[src/cba_pkg.sv]
// shared constants, codes and types of the contiguous block allocator
// no dependencies
`default_nettype none

package cba_pkg;

  localparam int unsigned NUM_BLOCKS = 256;

  localparam int unsigned AW   = $clog2(NUM_BLOCKS);
  localparam int unsigned CW   = $clog2(NUM_BLOCKS + 1);
  localparam int unsigned PW   = $clog2(2 * NUM_BLOCKS);
  localparam int unsigned NW   = 9;
  localparam int unsigned SW   = ((PW > NW) ? PW : NW) + 1;
  localparam int unsigned TW   = (CW > NW) ? CW : NW;
  localparam int unsigned OFFW = 28;
  localparam int unsigned IDXW = 8;
  localparam int unsigned SHW  = 5;
  localparam int unsigned STW  = 2;

  localparam int unsigned CFG_IW = 1;
  localparam int unsigned CFG_DW = 9;

  localparam logic [SHW-1:0] MAX_SHIFT = 5'd20;
  localparam logic [NW-1:0]  TOTAL_BLOCKS_RESET = 9'd256;
  localparam logic [SHW-1:0] BLOCK_SIZE_LOG2_RESET = 5'd12;

  localparam logic REQ_ALLOC = 1'b0;
  localparam logic REQ_FREE  = 1'b1;

  localparam logic [CFG_IW-1:0] CFG_TOTAL_BLOCKS    = 1'b0;
  localparam logic [CFG_IW-1:0] CFG_BLOCK_SIZE_LOG2 = 1'b1;

  typedef enum logic [STW-1:0] {
    ST_OK      = 2'd0,
    ST_NOSPACE = 2'd1,
    ST_ZERO    = 2'd2,
    ST_RANGE   = 2'd3
  } status_e;

  typedef struct packed {
    logic          done;
    logic          fail;
    logic [PW-1:0] pos;
    logic [PW-1:0] cand;
    logic [NW-1:0] avail;
    logic          wrapped;
  } step_t;

endpackage

`default_nettype wire

[src/cba_if.sv]
// request and response channel interfaces of the allocator
// depends on cba_pkg
`default_nettype none

interface cba_req_if;
  logic                       valid;
  logic                       ready;
  logic                       req_type;
  logic [cba_pkg::NW-1:0]     num_blocks;
  logic [cba_pkg::OFFW-1:0]   free_offset;

  modport source (output valid, req_type, num_blocks, free_offset, input ready);
  modport sink (input valid, req_type, num_blocks, free_offset, output ready);
  modport monitor (input valid, ready, req_type, num_blocks, free_offset);
endinterface

interface cba_rsp_if;
  logic                       valid;
  logic                       ready;
  logic [cba_pkg::STW-1:0]    status;
  logic [cba_pkg::IDXW-1:0]   block_index;
  logic [cba_pkg::OFFW-1:0]   byte_offset;

  modport source (output valid, status, block_index, byte_offset, input ready);
  modport sink (input valid, status, block_index, byte_offset, output ready);
  modport monitor (input valid, ready, status, block_index, byte_offset);
endinterface

`default_nettype wire

[src/cba_ram.sv]
// generic simple dual-port ram, one write and one registered read port
// no dependencies
`default_nettype none

module cba_ram #(
  parameter int unsigned WIDTH = 9,
  parameter int unsigned DEPTH = 256
) (
  input  wire logic                     clk_i,
  input  wire logic                     we_i,
  input  wire logic [$clog2(DEPTH)-1:0] waddr_i,
  input  wire logic [WIDTH-1:0]         wdata_i,
  input  wire logic [$clog2(DEPTH)-1:0] raddr_i,
  output      logic [WIDTH-1:0]         rdata_o
);

  logic [WIDTH-1:0] mem_q [DEPTH];

  always_ff @(posedge clk_i) begin
    if (we_i) begin
      mem_q[waddr_i] <= wdata_i;
    end
    rdata_o <= mem_q[raddr_i];
  end

endmodule

`default_nettype wire

[src/cba_scan_unit.sv]
// one step of the next-fit scan: start check, skip of a run or count of a free block
// depends on cba_pkg
`default_nettype none

module cba_scan_unit (
  input  wire logic                   start_i,
  input  wire logic [cba_pkg::NW-1:0] n_i,
  input  wire logic [cba_pkg::CW-1:0] pool_i,
  input  wire logic [cba_pkg::CW-1:0] cursor_i,
  input  wire logic [cba_pkg::PW-1:0] pos_i,
  input  wire logic [cba_pkg::PW-1:0] cand_i,
  input  wire logic [cba_pkg::NW-1:0] avail_i,
  input  wire logic                   wrapped_i,
  input  wire logic [cba_pkg::NW-1:0] rdata_i,
  output      cba_pkg::step_t         step_o
);

  logic                   skip;
  logic [cba_pkg::SW-1:0] base;
  logic [cba_pkg::SW-1:0] addend;
  logic [cba_pkg::SW-1:0] sum;
  logic [cba_pkg::SW-1:0] chk;
  logic [cba_pkg::SW-1:0] n_ext;
  logic [cba_pkg::SW-1:0] pool_ext;
  logic [cba_pkg::SW-1:0] cursor_ext;
  logic [cba_pkg::NW-1:0] avail_inc;

  assign skip       = (rdata_i != '0);
  assign n_ext      = cba_pkg::SW'(n_i);
  assign pool_ext   = cba_pkg::SW'(pool_i);
  assign cursor_ext = cba_pkg::SW'(cursor_i);
  assign avail_inc  = avail_i + cba_pkg::NW'(1);

  // shared adder: cursor + n at start, pos + run length on a skip, pos + 1 otherwise
  always_comb begin
    if (start_i) begin
      base   = cursor_ext;
      addend = n_ext;
    end else if (skip) begin
      base   = cba_pkg::SW'(pos_i);
      addend = cba_pkg::SW'(rdata_i);
    end else begin
      base   = cba_pkg::SW'(pos_i);
      addend = cba_pkg::SW'(1);
    end
  end

  assign sum = base + addend;
  assign chk = sum + n_ext;

  always_comb begin
    step_o         = '0;
    step_o.pos     = pos_i;
    step_o.cand    = cand_i;
    step_o.avail   = avail_i;
    step_o.wrapped = wrapped_i;
    if (start_i) begin
      step_o.avail = '0;
      if (sum > pool_ext) begin
        step_o.pos     = '0;
        step_o.cand    = '0;
        step_o.wrapped = 1'b1;
        step_o.fail    = (n_ext > pool_ext);
      end else begin
        step_o.pos     = cba_pkg::PW'(cursor_i);
        step_o.cand    = cba_pkg::PW'(cursor_i);
        step_o.wrapped = 1'b0;
      end
    end else if (skip) begin
      step_o.pos   = sum[cba_pkg::PW-1:0];
      step_o.cand  = sum[cba_pkg::PW-1:0];
      step_o.avail = '0;
      if (chk > pool_ext) begin
        if (wrapped_i || (n_ext > cursor_ext)) begin
          step_o.fail = 1'b1;
        end else begin
          step_o.pos     = '0;
          step_o.cand    = '0;
          step_o.wrapped = 1'b1;
        end
      end
    end else begin
      step_o.pos   = sum[cba_pkg::PW-1:0];
      step_o.avail = avail_inc;
      step_o.done  = (avail_inc == n_i);
    end
  end

endmodule

`default_nettype wire

[src/contiguous_block_allocator.sv]
// top level of the next-fit contiguous block allocator: sequencer, config and result registers
// depends on cba_pkg, cba_if, cba_ram and cba_scan_unit
//
//   channel  dir  handshake      payload
//   in_if    in   valid/ready    req_type, num_blocks, free_offset
//   out_if   out  valid/ready    status, block_index, byte_offset
//   cfg      in   cfg_we_i       cfg_idx_i, cfg_data_i
//
// a free, or an allocate rejected at start, goes from accept through S_START and S_RESP to the result
// an allocate goes through S_START, then S_SCAN (a free block counted or a run skipped per step), then S_RESP
// the scan reads one run table entry a cycle through the single ram read port
// after reset the clearing sweep writes every run table entry while in_if.ready stays low
// a result waits in the output register; a finished scan holds until that register is free
`default_nettype none

module contiguous_block_allocator (
  input  wire logic                       clk_i,
  input  wire logic                       rst_ni,
  input  wire logic                       cfg_we_i,
  input  wire logic [cba_pkg::CFG_IW-1:0] cfg_idx_i,
  input  wire logic [cba_pkg::CFG_DW-1:0] cfg_data_i,
  cba_req_if.sink                         in_if,
  cba_rsp_if.source                       out_if
);

  typedef enum logic [2:0] {
    S_CLEAR,
    S_IDLE,
    S_START,
    S_SCAN,
    S_RESP
  } state_e;

  state_e                     state_q;
  logic [cba_pkg::AW-1:0]     clr_q;
  logic                       req_type_q;
  logic [cba_pkg::NW-1:0]     n_q;
  logic [cba_pkg::OFFW-1:0]   offs_q;
  logic [cba_pkg::CW-1:0]     cursor_q;
  logic [cba_pkg::PW-1:0]     pos_q;
  logic [cba_pkg::PW-1:0]     cand_q;
  logic [cba_pkg::NW-1:0]     avail_q;
  logic                       wrapped_q;
  cba_pkg::status_e           res_status_q;
  logic [cba_pkg::AW-1:0]     res_idx_q;
  logic                       out_valid_q;
  cba_pkg::status_e           out_status_q;
  logic [cba_pkg::IDXW-1:0]   out_idx_q;
  logic [cba_pkg::OFFW-1:0]   out_off_q;
  logic [cba_pkg::NW-1:0]     total_blocks_q;
  logic [cba_pkg::SHW-1:0]    block_size_log2_q;

  logic [cba_pkg::TW-1:0]     tb_ext;
  logic [cba_pkg::CW-1:0]     pool;
  logic [cba_pkg::SHW-1:0]    shamt;
  logic [cba_pkg::OFFW-1:0]   free_idx;
  logic                       free_ok;
  logic [cba_pkg::OFFW-1:0]   res_idx_ext;
  cba_pkg::step_t             step;
  logic                       ram_we;
  logic [cba_pkg::AW-1:0]     ram_waddr;
  logic [cba_pkg::NW-1:0]     ram_wdata;
  logic [cba_pkg::NW-1:0]     ram_rdata;

  assign tb_ext = cba_pkg::TW'(total_blocks_q);

  always_comb begin
    if (total_blocks_q == '0) begin
      pool = cba_pkg::CW'(1);
    end else if (tb_ext > cba_pkg::TW'(cba_pkg::NUM_BLOCKS)) begin
      pool = cba_pkg::CW'(cba_pkg::NUM_BLOCKS);
    end else begin
      pool = cba_pkg::CW'(tb_ext);
    end
  end

  assign shamt       = (block_size_log2_q > cba_pkg::MAX_SHIFT) ? cba_pkg::MAX_SHIFT
                                                                : block_size_log2_q;
  assign free_idx    = offs_q >> shamt;
  assign free_ok     = (free_idx < cba_pkg::OFFW'(pool));
  assign res_idx_ext = cba_pkg::OFFW'(res_idx_q);

  // table writes: clearing sweep, free of an entry, record of a granted run
  always_comb begin
    ram_we    = 1'b0;
    ram_waddr = clr_q;
    ram_wdata = '0;
    case (state_q)
      S_CLEAR: begin
        ram_we = 1'b1;
      end
      S_START: begin
        if ((req_type_q == cba_pkg::REQ_FREE) && free_ok) begin
          ram_we    = 1'b1;
          ram_waddr = free_idx[cba_pkg::AW-1:0];
        end
      end
      S_SCAN: begin
        if (step.done) begin
          ram_we    = 1'b1;
          ram_waddr = cand_q[cba_pkg::AW-1:0];
          ram_wdata = n_q;
        end
      end
      default: begin
        ram_we = 1'b0;
      end
    endcase
  end

  cba_ram #(
    .WIDTH (cba_pkg::NW),
    .DEPTH (cba_pkg::NUM_BLOCKS)
  ) u_run_table (
    .clk_i   (clk_i),
    .we_i    (ram_we),
    .waddr_i (ram_waddr),
    .wdata_i (ram_wdata),
    .raddr_i (step.pos[cba_pkg::AW-1:0]),
    .rdata_o (ram_rdata)
  );

  cba_scan_unit u_scan (
    .start_i   (state_q == S_START),
    .n_i       (n_q),
    .pool_i    (pool),
    .cursor_i  (cursor_q),
    .pos_i     (pos_q),
    .cand_i    (cand_q),
    .avail_i   (avail_q),
    .wrapped_i (wrapped_q),
    .rdata_i   (ram_rdata),
    .step_o    (step)
  );

  assign in_if.ready        = (state_q == S_IDLE);
  assign out_if.valid       = out_valid_q;
  assign out_if.status      = out_status_q;
  assign out_if.block_index = out_idx_q;
  assign out_if.byte_offset = out_off_q;

  always_ff @(posedge clk_i or negedge rst_ni) begin
    if (!rst_ni) begin
      state_q           <= S_CLEAR;
      clr_q             <= '0;
      req_type_q        <= cba_pkg::REQ_ALLOC;
      n_q               <= '0;
      offs_q            <= '0;
      cursor_q          <= '0;
      pos_q             <= '0;
      cand_q            <= '0;
      avail_q           <= '0;
      wrapped_q         <= 1'b0;
      res_status_q      <= cba_pkg::ST_OK;
      res_idx_q         <= '0;
      out_valid_q       <= 1'b0;
      out_status_q      <= cba_pkg::ST_OK;
      out_idx_q         <= '0;
      out_off_q         <= '0;
      total_blocks_q    <= cba_pkg::TOTAL_BLOCKS_RESET;
      block_size_log2_q <= cba_pkg::BLOCK_SIZE_LOG2_RESET;
    end else begin
      if (cfg_we_i) begin
        case (cfg_idx_i)
          cba_pkg::CFG_TOTAL_BLOCKS:    total_blocks_q    <= cfg_data_i;
          cba_pkg::CFG_BLOCK_SIZE_LOG2: block_size_log2_q <= cfg_data_i[cba_pkg::SHW-1:0];
          default: begin
            total_blocks_q <= total_blocks_q;
          end
        endcase
      end

      if (out_valid_q && out_if.ready && (state_q != S_RESP)) begin
        out_valid_q <= 1'b0;
      end

      case (state_q)
        S_CLEAR: begin
          clr_q <= clr_q + cba_pkg::AW'(1);
          if (clr_q == cba_pkg::AW'(cba_pkg::NUM_BLOCKS - 1)) begin
            state_q <= S_IDLE;
          end
        end
        S_IDLE: begin
          if (in_if.valid) begin
            req_type_q <= in_if.req_type;
            n_q        <= in_if.num_blocks;
            offs_q     <= in_if.free_offset;
            state_q    <= S_START;
          end
        end
        S_START: begin
          if (req_type_q == cba_pkg::REQ_FREE) begin
            if (free_ok) begin
              res_status_q <= cba_pkg::ST_OK;
              res_idx_q    <= free_idx[cba_pkg::AW-1:0];
            end else begin
              res_status_q <= cba_pkg::ST_RANGE;
              res_idx_q    <= '0;
            end
            state_q <= S_RESP;
          end else if (n_q == '0) begin
            res_status_q <= cba_pkg::ST_ZERO;
            res_idx_q    <= '0;
            state_q      <= S_RESP;
          end else if (step.fail) begin
            res_status_q <= cba_pkg::ST_NOSPACE;
            res_idx_q    <= '0;
            state_q      <= S_RESP;
          end else begin
            pos_q     <= step.pos;
            cand_q    <= step.cand;
            avail_q   <= step.avail;
            wrapped_q <= step.wrapped;
            state_q   <= S_SCAN;
          end
        end
        S_SCAN: begin
          if (step.fail) begin
            res_status_q <= cba_pkg::ST_NOSPACE;
            res_idx_q    <= '0;
            state_q      <= S_RESP;
          end else if (step.done) begin
            res_status_q <= cba_pkg::ST_OK;
            res_idx_q    <= cand_q[cba_pkg::AW-1:0];
            cursor_q     <= step.pos[cba_pkg::CW-1:0];
            state_q      <= S_RESP;
          end else begin
            pos_q     <= step.pos;
            cand_q    <= step.cand;
            avail_q   <= step.avail;
            wrapped_q <= step.wrapped;
          end
        end
        S_RESP: begin
          if (!out_valid_q || out_if.ready) begin
            out_valid_q  <= 1'b1;
            out_status_q <= res_status_q;
            out_idx_q    <= res_idx_ext[cba_pkg::IDXW-1:0];
            out_off_q    <= res_idx_ext << shamt;
            state_q      <= S_IDLE;
          end
        end
        default: begin
          state_q <= S_IDLE;
        end
      endcase
    end
  end

endmodule

`default_nettype wire

[src/flat_wrapper.sv]
// flat-port wrapper written by rule: the top's interface ports become plain ports
module contiguous_block_allocator_flat 
  (clk_i, rst_ni, cfg_we_i, cfg_idx_i, cfg_data_i, in_if_valid, in_if_req_type, in_if_num_blocks, in_if_free_offset, in_if_ready, out_if_valid, out_if_status, out_if_block_index, out_if_byte_offset, out_if_ready);
  cba_req_if in_if_i ();
  cba_rsp_if out_if_i ();
  input  wire logic clk_i;
  input  wire logic rst_ni;
  input  wire logic cfg_we_i;
  input  wire logic [cba_pkg::CFG_IW-1:0] cfg_idx_i;
  input  wire logic [cba_pkg::CFG_DW-1:0] cfg_data_i;
  input wire logic [$bits(in_if_i.valid)-1:0] in_if_valid;
  input wire logic [$bits(in_if_i.req_type)-1:0] in_if_req_type;
  input wire logic [$bits(in_if_i.num_blocks)-1:0] in_if_num_blocks;
  input wire logic [$bits(in_if_i.free_offset)-1:0] in_if_free_offset;
  output wire logic [$bits(in_if_i.ready)-1:0] in_if_ready;
  output wire logic [$bits(out_if_i.valid)-1:0] out_if_valid;
  output wire logic [$bits(out_if_i.status)-1:0] out_if_status;
  output wire logic [$bits(out_if_i.block_index)-1:0] out_if_block_index;
  output wire logic [$bits(out_if_i.byte_offset)-1:0] out_if_byte_offset;
  input wire logic [$bits(out_if_i.ready)-1:0] out_if_ready;
  assign in_if_i.valid = in_if_valid;
  assign in_if_i.req_type = in_if_req_type;
  assign in_if_i.num_blocks = in_if_num_blocks;
  assign in_if_i.free_offset = in_if_free_offset;
  assign in_if_ready = in_if_i.ready;
  assign out_if_valid = out_if_i.valid;
  assign out_if_status = out_if_i.status;
  assign out_if_block_index = out_if_i.block_index;
  assign out_if_byte_offset = out_if_i.byte_offset;
  assign out_if_i.ready = out_if_ready;
  contiguous_block_allocator u_core (.clk_i(clk_i), .rst_ni(rst_ni), .cfg_we_i(cfg_we_i), .cfg_idx_i(cfg_idx_i), .cfg_data_i(cfg_data_i), .in_if(in_if_i), .out_if(out_if_i));
endmodule
[config.mk]
export PLATFORM = sky130hd
export DESIGN_NAME = contiguous_block_allocator_flat
export DESIGN_NICKNAME = d
export VERILOG_FILES = /design/src/cba_pkg.sv /design/src/cba_if.sv /design/src/cba_ram.sv /design/src/cba_scan_unit.sv /design/src/contiguous_block_allocator.sv /design/src/flat_wrapper.sv
export SDC_FILE = /design/constraint.sdc
export NUM_CORES = 2
export LEC_CHECK = 0
export BUFFER_PORTS_ARGS = -buffer_cell sky130_fd_sc_hd__buf_2
export CAP_MARGIN = 20
export CORE_MARGIN = 2
export CORE_UTILIZATION = 45
export DETAILED_ROUTE_END_ITERATION = 7
export GPL_TIMING_DRIVEN = 0
export PLACE_DENSITY_LB_ADDON = 0.3
export SLEW_MARGIN = 20
export SYNTH_ARGS = -nofsm -noshare
export SYNTH_HDL_FRONTEND = slang
export SYNTH_SLANG_ARGS = --single-unit
[constraint.sdc]
create_clock -name clk_i -period 17.3 [get_ports clk_i]
set_input_delay 5.19 -clock clk_i [delete_from_list [all_inputs] [get_ports clk_i]]
set_output_delay 5.19 -clock clk_i [all_outputs]
set_load 0.1 [all_outputs]
# Word level (Yosys, flattened, before mapping)

Memories as Yosys holds them, arrays and structs flattened. A register that Yosys moved wholly into a read port is not among the register bits.
Cells that the tools add are included.

Flip-flop bits (word level): 149
Input bits: 53
RAM bits: 2304
Output and inout port bits: 40
Logic and storage cells: 152
Memories: 1

Add/subtract/negate cells: 4
Reduce and logical (&&, ||, !) cells: 19
Magnitude comparators: 7
Equal/unequal tests: 17
Shift-type cells: 2
Bitwise logic cells: 2
Multiplexer cells: 82

Memory list:

| name                     | depth | width | read ports | clocked after Yosys merged registers in | wr ports | line          | RTL |
|---|---|---|---|---|---|---|---|
| u_core.u_run_table.mem_q | 256   | 9     | 1          | 1                                       | 1        | cba_ram.sv:17 | `logic [WIDTH-1:0] mem_q [DEPTH];` |

Operators with widths:

| operator                                     | count |
|---|---|
| 2-to-1 mux 9 bit                             | 25 |
| 2-to-1 mux 8 bit                             | 8 |
| case mux 9 bit (2 select lines)              | 3 |
| 2-to-1 mux 18 bit                            | 2 |
| case mux 8 bit (2 select lines)              | 2 |
| 2-to-1 mux 29 bit                            | 1 |
| less-than comparator 28 x 9 -> 1 bit         | 1 |
| << shifter 8 x 5 -> 28 bit                   | 1 |
| >> shifter 28 x 5 -> 28 bit                  | 1 |
| 2-to-1 mux 3 bit                             | 8 |
| 2-to-1 mux 1 bit                             | 21 |
| > comparator 10 x 9 -> 1 bit                 | 2 |
| 2-to-1 mux 19 bit                            | 1 |
| > comparator 9 bit                           | 2 |
| logical NOT 9 bit                            | 2 |
| case mux 3 bit (5 select lines)              | 1 |
| 2-to-1 mux 2 bit                             | 6 |
| != test 2 bit (second input constant)        | 6 |
| adder 10 bit                                 | 1 |
| adder 10 x 9 -> 10 bit                       | 1 |
| adder 9 x 1 -> 9 bit (second input constant) | 1 |
| == test 9 bit                                | 1 |
| > comparator 9 bit (second input constant)   | 1 |
| nonzero test 9 bit                           | 1 |
| 24 further kinds                             | 34 |

# Logic depth before layout (Yosys ltp)

Word-level depth: 13
Depth in mapped cells: 39
Mapped depth without buffers: 33

# Modules after synthesis

Synthesis repeated with hierarchy kept, for this count alone.

Cells, all modules: 5485
Area, all modules: 100416.3 um^2

Modules (own cells, without submodules):

| module                     | cells an instance | area an instance (um^2) | instances | seq. area each (um^2) |
|---|---|---|---|---|
| cba_ram                    | 4237              | 89278.1                 | 1         | 69366.5 |
| contiguous_block_allocator | 901               | 8628.3                  | 1         | 3732.3 |
| cba_scan_unit              | 347               | 2509.9                  | 1         | 0.0 |

# Worst setup path after synthesis

OpenSTA, ideal clock, no wires.

Path type: flip-flop to flip-flop
From: reg u_core.avail_q[0] (netlist name)
To: mem u_core.u_run_table.mem_q[0][0] (data pin)
Library setup time: 2.094 ns
Required time: 15.206 ns
Path slack: 3.642 ns
Buffers on the path: 0
Cell stages (with the launch flop): 10
Arrival: 11.564 ns
Path through: dfrtp_1 ha_1 and2_1 nand2_1 nor2_1 and3_1 xnor2_1 nor4_1 nand4_1 nor3_1

Longest elaborated chain between the ends: 6

Ends and longest elaborated chain:

| element                        | line                              | RTL |
|---|---|---|
| from (decl)                    | contiguous_block_allocator.sv:42  | `logic [cba_pkg::NW-1:0] avail_q;` |
| from (signal assigned)         | contiguous_block_allocator.sv:213 | `avail_q <= step.avail;` |
| from (signal assigned)         | contiguous_block_allocator.sv:231 | `avail_q <= step.avail;` |
| adder 9 x 1 -> 9 bit           | cba_scan_unit.sv:32               | `assign avail_inc = avail_i + cba_pkg::NW'(1);` |
| == test 9 bit                  | cba_scan_unit.sv:85               | `step_o.done = (avail_inc == n_i);` |
| 2-to-1 mux 1 bit               | cba_scan_unit.sv:69               | `end else if (skip) begin` |
| 2-to-1 mux 1 bit               | cba_scan_unit.sv:57               | `if (start_i) begin` |
| 2-to-1 mux 9 bit               | contiguous_block_allocator.sv:99  | `if (step.done) begin` |
| 2-to-1 mux 9 bit               | contiguous_block_allocator.sv:88  | `case (state_q)` |
| via u_core.ram_wdata (one bit) | contiguous_block_allocator.sv:62  | `logic [cba_pkg::NW-1:0] ram_wdata;` |
| to (decl)                      | cba_ram.sv:17                     |  |

The timed path passes the listed nets, and every way through them passes these cells.

# Worst setup path in the final report

From: reg u_core.state_q[2]
To: reg u_core.u_run_table.rdata_o[4], read port of u_core.u_run_table.mem_q

Longest elaborated chain between the ends: 8
Elaborated cells between the ends (all ways): 12
Classes of those cells: add/sub: 2; order compare: 2; eq/ne: 1; mux: 7

Ends and longest elaborated chain:

| element                      | line                              | RTL |
|---|---|---|
| from (decl)                  | contiguous_block_allocator.sv:34  | `state_e state_q;` |
| from (signal assigned)       | contiguous_block_allocator.sv:144 | `state_q <= S_CLEAR;` |
| from (signal assigned)       | contiguous_block_allocator.sv:181 | `state_q <= S_IDLE;` |
| from (signal assigned)       | contiguous_block_allocator.sv:189 | `state_q <= S_START;` |
| == test 3 x 2 -> 1 bit *     | contiguous_block_allocator.sv:124 | `.start_i (state_q == S_START),` |
| 2-to-1 mux 9 bit             | cba_scan_unit.sv:36               | `if (start_i) begin` |
| adder 10 bit                 | cba_scan_unit.sv:48               | `assign sum = base + addend;` |
| adder 10 x 9 -> 10 bit       | cba_scan_unit.sv:49               | `assign chk = sum + n_ext;` |
| > comparator 10 x 9 -> 1 bit | cba_scan_unit.sv:73               | `if (chk > pool_ext) begin` |
| 2-to-1 mux 19 bit            | cba_scan_unit.sv:73               |  |
| 2-to-1 mux 9 bit             | cba_scan_unit.sv:69               |  |
| 2-to-1 mux 29 bit *          | cba_scan_unit.sv:57               |  |
| to (decl)                    | cba_ram.sv:14                     | `output logic [WIDTH-1:0] rdata_o` |

Every way passes the cells marked *; elsewhere a longest branch is shown, timed or not.
A chain may end at the register's enable or synchronous reset.

==> results_dict.tcl <==
set metrics [dict create \
    cp_slowest_cell "clkbuf_1" \
    ctsHtreeMaxLevel 5 \
    grt_pass1_wl_um 504000 \
    path_class "flop to flop" \
    cts_root_buffer "clkbuf_16" \
    port_buffers 92 \
    hold_start "u_core.out_if.block_index[3]$_DFFE_PN0P_" \
    cts_tree "yes" \
    die-area_mm2 0.227 \
    cts.sinks 2461 \
    r2r_start "u_core.state_q[2]$_DFFE_PN0P_" \
    yosys-top-cells-count "edfxtp_1, nand2_1, a21oi_1" \
    ys_ff_latch 2461 \
    die_w_um 477 \
    synthCells 7231 \
    rr_endpoint "u_core.u_run_table.rdata_o[4]$_DFF_P_" \
    reg2regPathDepth 36 \
    cap_viol_max_count 0 \
    antenna_found_initial 45 \
    skew_ns 0.0726 \
    synth_xor_area_share_pct 0.331 \
    yosys.area.top_type_share_pct 68.8 \
    fin_hold_ws_ns 0.474 \
    r2r_slack_ns 3.75 \
    async_reset_ff_share_pct 6.01 \
    cts_buffer_depth 4 \
    startpoint_type "flop" \
    cts_repair_resize_count 0 \
    drv_slew 0 \
    violations "DRC" \
    synthAdderAreaFrac_pct 0.836 \
    min_to "u_core.out_if.block_index[3]$_DFFE_PN0P_" \
    wire_per_inst_um 33.6 \
    chipHeight_um 477 \
    holdCritPathClass "flop to flop" \
    initial_utilization_pct 45.3 \
    nNetsFinal 7887 \
    grt_usage_pct 31.6 \
    ys_warn_count 0 \
    avgSynthCellArea_um2 13.9 \
    nFillCells 18500 \
    ios 93 \
    clk_pin_slew_ns 0.06 \
    yosysMostFrequentCell "edfxtp_1" \
    crit_top_cell "a21oi_1" \
    coreArea_mm2 0.222 \
    syn2layout_area_growth_pct 15.2 \
    grt_overflow 0 \
    final_antenna_net_count 0 \
    routed_wirelength_um 368000 \
    synth.area.mux_share_pct 4.71 \
    cp-end-kind "flop" \
    synthDistinctLibCells 89 \
    crit_arrival_ns 14.27 \
    rsz0062_at_grt "false" \
    post_cts_buffers 0 \
    synthSimpleGateAreaFrac_pct 8.68 \
    hpwl_um 269000 \
    first_iter_violations 11100 \
    grt_max_degree 99 \
    crit_required_ns 18.02 \
    hold_violations 0 \
    drt-vias-per-instance 6.31 \
    drive_gt1_share_pct 11.6 \
    worstSkewPairLatency_ns 0.97 \
    seq_area_frac_synth_pct 72.6 \
    cts_made_buffers 275 \
    tightest_slew_ns 1.34 \
    vias 69100 \
    first_global_vias 64800 \
    synth_nets 7350 \
    syn_area_mm2 0.101 \
    timing.fmax_ghz 0.0738 \
    gp_congestion 1.04 \
    synth.area.top_cells "edfxtp_1, nand2_1, dfrtp_1" \
    path_max_fanout 10 \
    synth_top_family_by_area "compound AO/OA/AOI/OAI gates" \
    rows 173 \
    relSlewSlack_pct 8.22 \
    synth_compound_area_share_pct 10.8 \
    max_stage_delay_ns 0.92 \
    status "finished with violations" \
    hold_buffers 0 \
    whs_path_depth 2 \
    firstDrtPassIters 8 \
    synth_edf_count 2304 \
    yosys.area.top_type "edfxtp_1" \
    synth-main-ff-cell "edfxtp_1" \
    setup_violations 0 \
    drcViolationCount 4 \
    period_needed_ns 13.55 \
    finalCritPeriodShare_pct 78.3 \
    tns_ns 0 \
]
==> flip-flops by register name, indices dropped and copies added (netlist names), 5 cells and up <==
| name | count |
|---|---|
| u_core.avail_q | 9 |
| u_core.out_if.block_index | 8 |
| u_core.u_run_table.mem_q | 2304 |
| u_core.tb_ext | 9 |
| u_core.n_q | 9 |
| u_core.cand_q | 8 |
| u_core.u_run_table.rdata_o | 9 |
| u_core.clr_q | 8 |
| u_core.res_idx_q | 8 |
| u_core.pos_q | 9 |
| u_core.offs_q | 28 |
| u_core.out_if.byte_offset | 28 |
| u_core.block_size_log2_q | 5 |
| u_core.cursor_q | 9 |
==> layout by cell type (no fill, tap or decap), types with 30 or more instances in the layout <==
master	n
mux2_2	65
o2bb2ai_1	81
a2111oi_0	50
a311oi_1	38
o21ai_0	127
a32oi_1	47
nor2_1	349
nand3_1	189
buf_2	158
nor4_1	67
clkbuf_1	404
a21oi_1	565
clkinv_2	36
buf_4	70
a31oi_1	30
a211oi_1	65
nand2_1	1232
clkinv_1	41
a2111oi_2	58
edfxtp_1	2304
a22oi_1	161
and3_1	69
clkbuf_16	286
o22ai_1	190
clkbuf_2	42
dfrtp_1	145
buf_1	68
mux2i_1	353
inv_1	35
ha_1	64
==> worst max path at each step <==
stage,startpoint,to,slack (ns),cells past startpoint
4_1_cts,u_core.state_q[2]$_DFFE_PN0P_,u_core.u_run_table.rdata_o[4]$_DFF_P_,4.09,36
3_5_place_dp,u_core.state_q[2]$_DFFE_PN0P_,u_core.u_run_table.rdata_o[4]$_DFF_P_,4.16,36
5_1_grt,u_core.state_q[2]$_DFFE_PN0P_,u_core.u_run_table.rdata_o[3]$_DFF_P_,3.50,36
6_report,u_core.state_q[2]$_DFFE_PN0P_,u_core.u_run_table.rdata_o[4]$_DFF_P_,3.75,36
2_1_floorplan,u_core.avail_q[0]$_DFFE_PN0P_,u_core.u_run_table.mem_q[0][0]$_DFFE_PP_,3.64,9
3_3_place_gp,u_core.avail_q[0]$_DFFE_PN0P_,u_core.u_run_table.mem_q[230][0]$_DFFE_PP_,-12.79,9
==> per-stage QoR <==
| stage | setup slack (ns) | util (%) | cell area (µm²) | instances |
|---|---|---|---|---|
| after floorplan | 3.64 | - | 101000 | 7231 |
| after global placement | -12.79 | 47.1 | 105000 | 10300 |
| after detailed placement | 4.16 | 48.3 | 107000 | 10500 |
| after CTS | 4.09 | 52.1 | 116000 | 10900 |
| after global routing | 3.50 | 52.1 | 116000 | 10900 |
| final | 3.75 | 52.2 | 116000 | 10900 |
==> kinds of logic (layout without fill, tap and decap cells) <==
logic type	after synthesis	after routing
xor gates and xnor gates	38	38
other	0	18
adders and majority gates	66	66
muxes	440	440
and+or+nand+nor	2065	2065
buffers and inverters	523	1246
DFF	2461	2461
AOI/OAI and AO/OA	1638	1638
==> area by class of cell <==
cell class,instances,area [µm²],share of cell area (%)
Inverter,38,143,0.123
Tap cell,2975,3720,3.21
Buffer,485,1950,1.68
Multi-Input combinational cell,4247,26200,22.6
Clock inverter,111,991,0.855
Timing Repair Buffer,260,2440,2.10
Antenna cell,18,45.0,0.0388
Clock buffer,352,7410,6.39
Sequential cell,2461,73100,63.0
==> worst max-delay path, delay by kind of cell, from the launching register on <==
kind,cells,cell delay [ns]
simple gates,7,2.10
buf+inv,7,3.15
xor+xnor,2,0.99
compound gates,16,5.30
fa+ha+maj,4,1.35
flops,1,0.40
==> layer usage <==
metal	part of all wire [%]	GRT usage (%)	up-vias
met2	44	47.2	4733
met1	37	41.7	34500
li1	-	-	28900
met5	0.051	0	-
met3	13	9.43	943
met4	6.1	16.6	26
Power is not shown: default switching activity piles up to over one toggle a cycle in this logic, so the estimate is an artifact.
